### config.mk
export PLATFORM = sky130hd
export DESIGN_NAME = srcw_ctrl
export DESIGN_NICKNAME = d
export VERILOG_FILES = /design/src/sv/srcw_pkg.sv /design/src/sv/srcw_ctrl.sv
export SDC_FILE = /design/constraint.sdc
export NUM_CORES = 1
export LEC_CHECK = 0
export ABC_AREA = 1
export BUFFER_PORTS_ARGS = -buffer_cell sky130_fd_sc_hd__buf_4
export CAP_MARGIN = 20
export CELL_PAD_IN_SITES_DETAIL_PLACEMENT = 1
export CELL_PAD_IN_SITES_GLOBAL_PLACEMENT = 1
export CORE_AREA = 2 2 39 41
export DETAILED_ROUTE_END_ITERATION = 8
export DIE_AREA = 0 0 41 43
export PLACE_DENSITY = 0.44
export SKIP_LAST_GASP = 1
export SYNTH_ARGS = -nofsm -noshare
export SYNTH_HDL_FRONTEND = slang
export SYNTH_SLANG_ARGS = --single-unit
### constraint.sdc
create_clock -name clk -period 1.25 [get_ports clk]
set_clock_uncertainty 0.15 [all_clocks]
set_input_delay 0.3125 -clock clk [delete_from_list [all_inputs] [get_ports clk]]
set_output_delay 0.3125 -clock clk [all_outputs]
set_load 0.005 [all_outputs]
### src/sv/srcw_pkg.sv
// Shared types, constants and helpers for the slot-ROM configuration window.
// Used by the controller, the datapath, the top level and the port checker.
// No dependencies.
package srcw_pkg;

    // Field widths
    localparam int ADDR_W = 16;
    localparam int DATA_W = 8;
    localparam int SLOT_W = 3;
    localparam int PTR_W  = 12;
    localparam int NIB_W  = 4;

    // Parameter defaults
    localparam int BUFFER_DEPTH_DEF = 4096;
    localparam int NUM_SLOTS_DEF    = 7;

    // Scratch area spans offsets F0..FF of each slot
    localparam int SCR_SPAN = 16;

    // Pointer reduction steps: smallest buffer holds 256 bytes,
    // so the quotient of a 12-bit pointer fits in PTR_W - 8 bits
    localparam int RED_STEPS = PTR_W - 8;

    // Window offsets
    localparam logic [DATA_W-1:0] OFF_EC = 8'hEC;
    localparam logic [DATA_W-1:0] OFF_ED = 8'hED;
    localparam logic [DATA_W-1:0] OFF_EE = 8'hEE;
    localparam logic [DATA_W-1:0] OFF_EF = 8'hEF;
    localparam logic [DATA_W-1:0] OFF_FB = 8'hFB;
    localparam logic [NIB_W-1:0]  SCR_HI = 4'hF;

    // Access kinds
    localparam logic KIND_READ  = 1'b0;
    localparam logic KIND_WRITE = 1'b1;

    // Signature characters in the scratch area
    localparam logic [DATA_W-1:0] CH_FILL  = 8'hFF;
    localparam logic [DATA_W-1:0] CH_V     = 8'h56;
    localparam logic [DATA_W-1:0] CH_2     = 8'h32;
    localparam logic [DATA_W-1:0] CH_A     = 8'h41;
    localparam logic [DATA_W-1:0] CH_C     = 8'h43;
    localparam logic [DATA_W-1:0] CH_0     = 8'h30;

    // Controller states
    typedef enum logic [1:0] {
        ST_CLEAR,
        ST_IDLE,
        ST_RESP
    } ctrl_state_t;

    // Controller to datapath
    typedef struct packed {
        logic clear;
        logic accept;
        logic finish;
    } cmd_t;

    // Datapath to controller
    typedef struct packed {
        logic clear_last;
        logic out_free;
    } status_t;

    // Reset content of a scratch byte; offset FB lives outside the scratch RAM
    function automatic logic [DATA_W-1:0] scr_init(input logic [SLOT_W-1:0] slot,
                                                    input logic [NIB_W-1:0] idx);
        logic [DATA_W-1:0] val;
        if (idx[NIB_W-1] == 1'b0) begin
            val = CH_FILL;
        end else begin
            unique case (idx[NIB_W-2:0])
                3'd0:    val = CH_V;
                3'd1:    val = CH_2;
                3'd2:    val = CH_A;
                3'd4:    val = CH_C;
                3'd5:    val = CH_0 + {{(DATA_W-SLOT_W){1'b0}}, slot};
                3'd6:    val = CH_0;
                3'd7:    val = CH_0;
                default: val = '0;
            endcase
        end
        return val;
    endfunction

endpackage

### src/sv/srcw_ctrl.sv
// Sequencer for the slot-ROM configuration window: clearing pass, accept, respond.
// Depends on srcw_pkg for the state, command and status types.
module srcw_ctrl (
    input  logic              clk,
    input  logic              rst_n,
    input  logic              in_valid,
    input  srcw_pkg::status_t status,
    output srcw_pkg::cmd_t    cmd,
    output logic              in_stall
);
    import srcw_pkg::*;

    ctrl_state_t state_reg;
    ctrl_state_t state_next;

    // State register
    always_ff @(posedge clk or negedge rst_n)
    begin
        if (!rst_n)
        begin
            state_reg <= ST_CLEAR;
        end
        else
        begin
            state_reg <= state_next;
        end
    end

    // Next state and commands
    always_comb
    begin
        state_next = state_reg;
        cmd        = '0;
        in_stall   = 1'b1;
        unique case (state_reg)
            ST_CLEAR:
            begin
                cmd.clear = 1'b1;
                if (status.clear_last)
                begin
                    state_next = ST_IDLE;
                end
            end
            ST_IDLE:
            begin
                in_stall   = 1'b0;
                cmd.accept = in_valid;
                if (in_valid)
                begin
                    state_next = ST_RESP;
                end
            end
            ST_RESP:
            begin
                cmd.finish = status.out_free;
                if (status.out_free)
                begin
                    state_next = ST_IDLE;
                end
            end
            default:
            begin
                state_next = ST_CLEAR;
            end
        endcase
    end

endmodule

Yosys cells after proc, flatten, opt, wreduce, memory -nomap -nowiden
Cells that the tools add are included.

Equality and inequality tests: 5. Multiplexer cells: 8. Reduce and logical (&&, ||, !) cells: 2.

Operator list (number): 2-bit 2-to-1 mux (3); 2-bit inequality test, second input constant (3); 2-bit case mux with 3 select lines (1); 1-bit 2-to-1 mux (4); 3-bit AND reduction (1); 2-bit by 1-bit equality test with 1-bit output, second input constant (1); 2-bit equality test, second input constant (1); 2-bit logical NOT (1).

Register bits: 2. Input port bits: 5. Output and inout bits: 4. Word-level logic and storage cells: 16.

Depth between registers and ports, before layout
Depth after elaboration: 3. Depth in mapped cells: 4. Depth with buffers taken out: 4.

Worst setup path after synthesis
Ideal clock, no wire load.

Kind: reg2out. Start: register state_reg[1]. End: output port cmd[1] (netlist name). Arrival time: 0.642 ns. Data required time: 0.787 ns. Slack: 0.145 ns. Cell stages (with the launch flop): 4. Path through: dfrtp_1 inv_1 nand2_1 nor2_1.

RTL lines: start, declared (line srcw_ctrl.sv:13) `ctrl_state_t state_reg;`; start signal, assigned (line srcw_ctrl.sv:25) `state_reg <= state_next;`; end, declared (line srcw_ctrl.sv:8) `output srcw_pkg::cmd_t cmd,`.

==> run summary <==
The biggest area contributor in the post-synthesis netlist is sky130_fd_sc_hd__dfrtp_1. The kind of path behind the tightest hold check is in2async. The final hold violation count is 0. Along the worst path, the maximum fanout reaches 3.

The critical path is of the reg2out type. The ratio of routed vias to standard cells is 3.60. The die footprint came out at about 0.0018 mm^2. The worst setup path is captured at an output port.

By area the synthesized netlist is led by sky130_fd_sc_hd__dfrtp_1 44%, sky130_fd_sc_hd__inv_1 16%, sky130_fd_sc_hd__nand2_1 9.9%. The overall overflow remaining after global route is 0. The worst setup path startpoint is state_reg[1]. The clock latency on the worst-skew pair came out at 0.22 ns. The number of pins with negative max-slew slack in the final report came out at 0. The final antenna diode count came out at 0. The final worst setup slack is -0.183 ns. The sum of buffers and inverters on the critical path is 2. The average footprint of a synthesized cell came out at 6.70 um^2. Routability-driven placement finished with a final weighted congestion of 0.598. The top-level I/O count is 9.

The standard cell area after detailed placement is between 150 and 200 um^2. The register clock-pin slew on the reported worst setup and hold paths came out at approximately 0.030 ns. The number of warning messages in the yosys log came out at 0. The non-filler instance count after layout came out at 48. In this run the number of cells on the critical path is 4. The number of buffers between clock root and the deepest sink is 2. The number of input and output port buffers inserted is 8. The CTS tree is built. The endpoint identified for the worst register-to-register timing path is state_reg[0]. The core outline area came out at 0.00138 mm^2. The routed layout has around 170 vias. The number of endpoints failing setup at the final stage is 4. The net total in the final layout came out at 39. The finished cells cover ~270 um^2. The mapped netlist covers 114 um^2. The count of antenna-violating nets left after detailed routing came out at 0. The critical path's largest stage delay is between 0.3 and 0.4 ns. The number of sinks on the clock net came out at 2. The overall fraction of global-route tracks in use came out at 6.22%. The pin count of the biggest net entering global routing came out at 6. The half-perimeter wire length of the detailed placement result came out at 291 um. The number of buffers added by the clock tree synthesis step came out at 3. The post-route clock period utilization is 115%. The top cell type's share of synthesized area came out at 44.0%. The floorplan die height came out at approximately 43 um. The level count of the clock H-tree is 1.

Data on the critical path arrives at its endpoint at 0.97 ns. The worst supply voltage drop on vdd came out at 0.433 mV. The cell count after synthesis is 17.

The number of maximum-capacitance violations came out at 0. The worst register-to-register path begins at state_reg[1]. After routing, the total negative slack on setup checks comes to -0.632 ns.

For flop-to-flop paths, the worst setup slack is 0.06 ns. The overall routed net length came out at 431 um. The net count after synthesis came out at 22. The count of unique library cells instantiated by Yosys is 8.

The flow ran to the end, but the final reports show violations. Across all hold checks on the routed design, the worst slack comes to about 0.26 ns. The remaining max-slew budget at the tightest pin is about nine tenths.

For this run, the top clock speed supported by timing is 0.698 GHz. The average wire per cell in the routed design came out at 8.98 um. Sequential elements use a little over two fifths of the synthesized area. The worst setup path is launched from a flop.

The transition time of the tightest slew-check pin came out at 0.144 ns. The first global-routing pass estimated 669 um of wire. The initial cell density of the core came out at 8.23%. For this run, the detailed router's first-pass iteration total came to 1. Counting tap cells, the placed design contains a total of 41 instances.

Walking the worst path, the cells encountered are inv_2, nand2_4, nor2_2, buf_4. The number of remaining DRC errors came out at 0. The largest individual stage delay along the critical path comes from the cell sky130_fd_sc_hd__dfrtp_1. The number of flip-flops under the largest register name is 2. The initial antenna violation count is 0. The area added between synthesis and finish is 136%. For the worst flop-to-flop path, the logic depth is 6. The analysis attributes to cell leakage a power of 0.000143 uW. The tree is rooted in a sky130_fd_sc_hd__clkbuf_4. After floorplanning, the core was divided into 14 placement rows. The data required time at the worst endpoint is just under 0.8 ns. Setup repair after global routing could not meet its margin everywhere. The worst path in the final design needs a cycle of about 1.4 ns, including I/O delays and setup. The number of global-route vias before repair came out at 180.

Cells with a size suffix above 1 make up 59.4% of the layout. The cell family contributing the most delay on the critical path is flip-flops. The power density over the cells came out at 2310 mW/mm^2. The synthesized flop and latch total is 2.

The DRC marker count from the first detailed-route iteration came out at 0. The final reports fail on setup timing. From left edge to right edge, the die measures 41 um.
## Yosys cell counts, drive strengths merged
| cell type | instances |
|---|---|
| nor3 | 1 |
| dfrtp | 2 |
| nand3 | 2 |
| nor2 | 2 |
| inv | 5 |
| nand2 | 3 |
| nand4 | 1 |
| o21ai | 1 |
## repair_timing
item | in CTS | in global routing
setup endpoints to repair | 4 | 4
pin swaps | 1 | 2
buffers inserted | 2 | 1
hold buffers | 1 | 0
endpoints found under the hold margin | 2 | 0
resized for setup | 4 | 3
## cells in the final DEF (no fill, tap or decap)
master,count
sky130_fd_sc_hd__nor2_1,1
sky130_fd_sc_hd__nor2_2,1
sky130_fd_sc_hd__nand3_1,2
sky130_fd_sc_hd__dlygate4sd3_1,1
sky130_fd_sc_hd__dfrtp_2,1
sky130_fd_sc_hd__buf_4,10
sky130_fd_sc_hd__clkbuf_4,3
sky130_fd_sc_hd__inv_2,1
sky130_fd_sc_hd__inv_1,4
sky130_fd_sc_hd__o21ai_0,1
sky130_fd_sc_hd__dfrtp_1,1
sky130_fd_sc_hd__nand4_1,1
sky130_fd_sc_hd__nor3_2,1
sky130_fd_sc_hd__nand2_1,2
sky130_fd_sc_hd__nand2_4,1
sky130_fd_sc_hd__buf_6,1
## metal layers
layer  vias up  global-route usage, %  part of all wire, %
li1         83                      -                    -
met1        75                   7.07                   43
met3         4                   3.14                   11
met5         -                      0                    0
met2        11                   6.88                   41
met4         0                   8.00                  4.4
## worst register-to-register path: stages, from the launching register on
cell	delay, ns
sky130_fd_sc_hd__dfrtp_1	0.39
sky130_fd_sc_hd__inv_2	0.11
sky130_fd_sc_hd__buf_4	0.11
sky130_fd_sc_hd__buf_4	0.09
sky130_fd_sc_hd__nand3_1	0.08
sky130_fd_sc_hd__nand4_1	0.10
sky130_fd_sc_hd__nand2_1	0.05
## worst max-delay path by stage
stage	to	slack [ns]
3_5_place_dp	cmd[1]	-0.005
4_1_cts	cmd[1]	-0.22
5_1_grt	cmd[1]	-0.23
6_report	cmd[1]	-0.18
3_3_place_gp	cmd[1]	0.04
2_1_floorplan	cmd[1]	0.15
## metrics by stage
stage	setup slack, ns	utilization, %	power (uW)
floorplan	0.145	-	227
global placement	0.0384	14.0	341
detailed placement	-0.00524	14.0	354
CTS	-0.224	18.1	578
global route	-0.227	19.4	668
finish	-0.183	19.4	621
## where the power goes
group          leakage (uW)  internal (uW)  switching, uW
Sequential        0.0000238            100           48.1
Clock             0.0000138            106           38.7
Combinational      0.000105            191            137
## area by class of cell
type                       instances  area [um^2]
clock buffer                       3         22.5
tap                               16         20.0
sequential                         2         51.3
multi-input combinational         10         60.1
inverter                           5         18.8
timing repair buffer              12         96.3
fill                             170         1110
## logic make-up (layout without fill, tap and decap cells)
logic type,after synthesis,in the layout,synth area share (%)
AO/OA/AOI/OAI,1,1,4.39
buffers and inverters,5,20,16.5
flip-flops,2,2,44.0
AND/OR/NAND/NOR,9,9,35.2
Power figures use the tool's default switching activity.
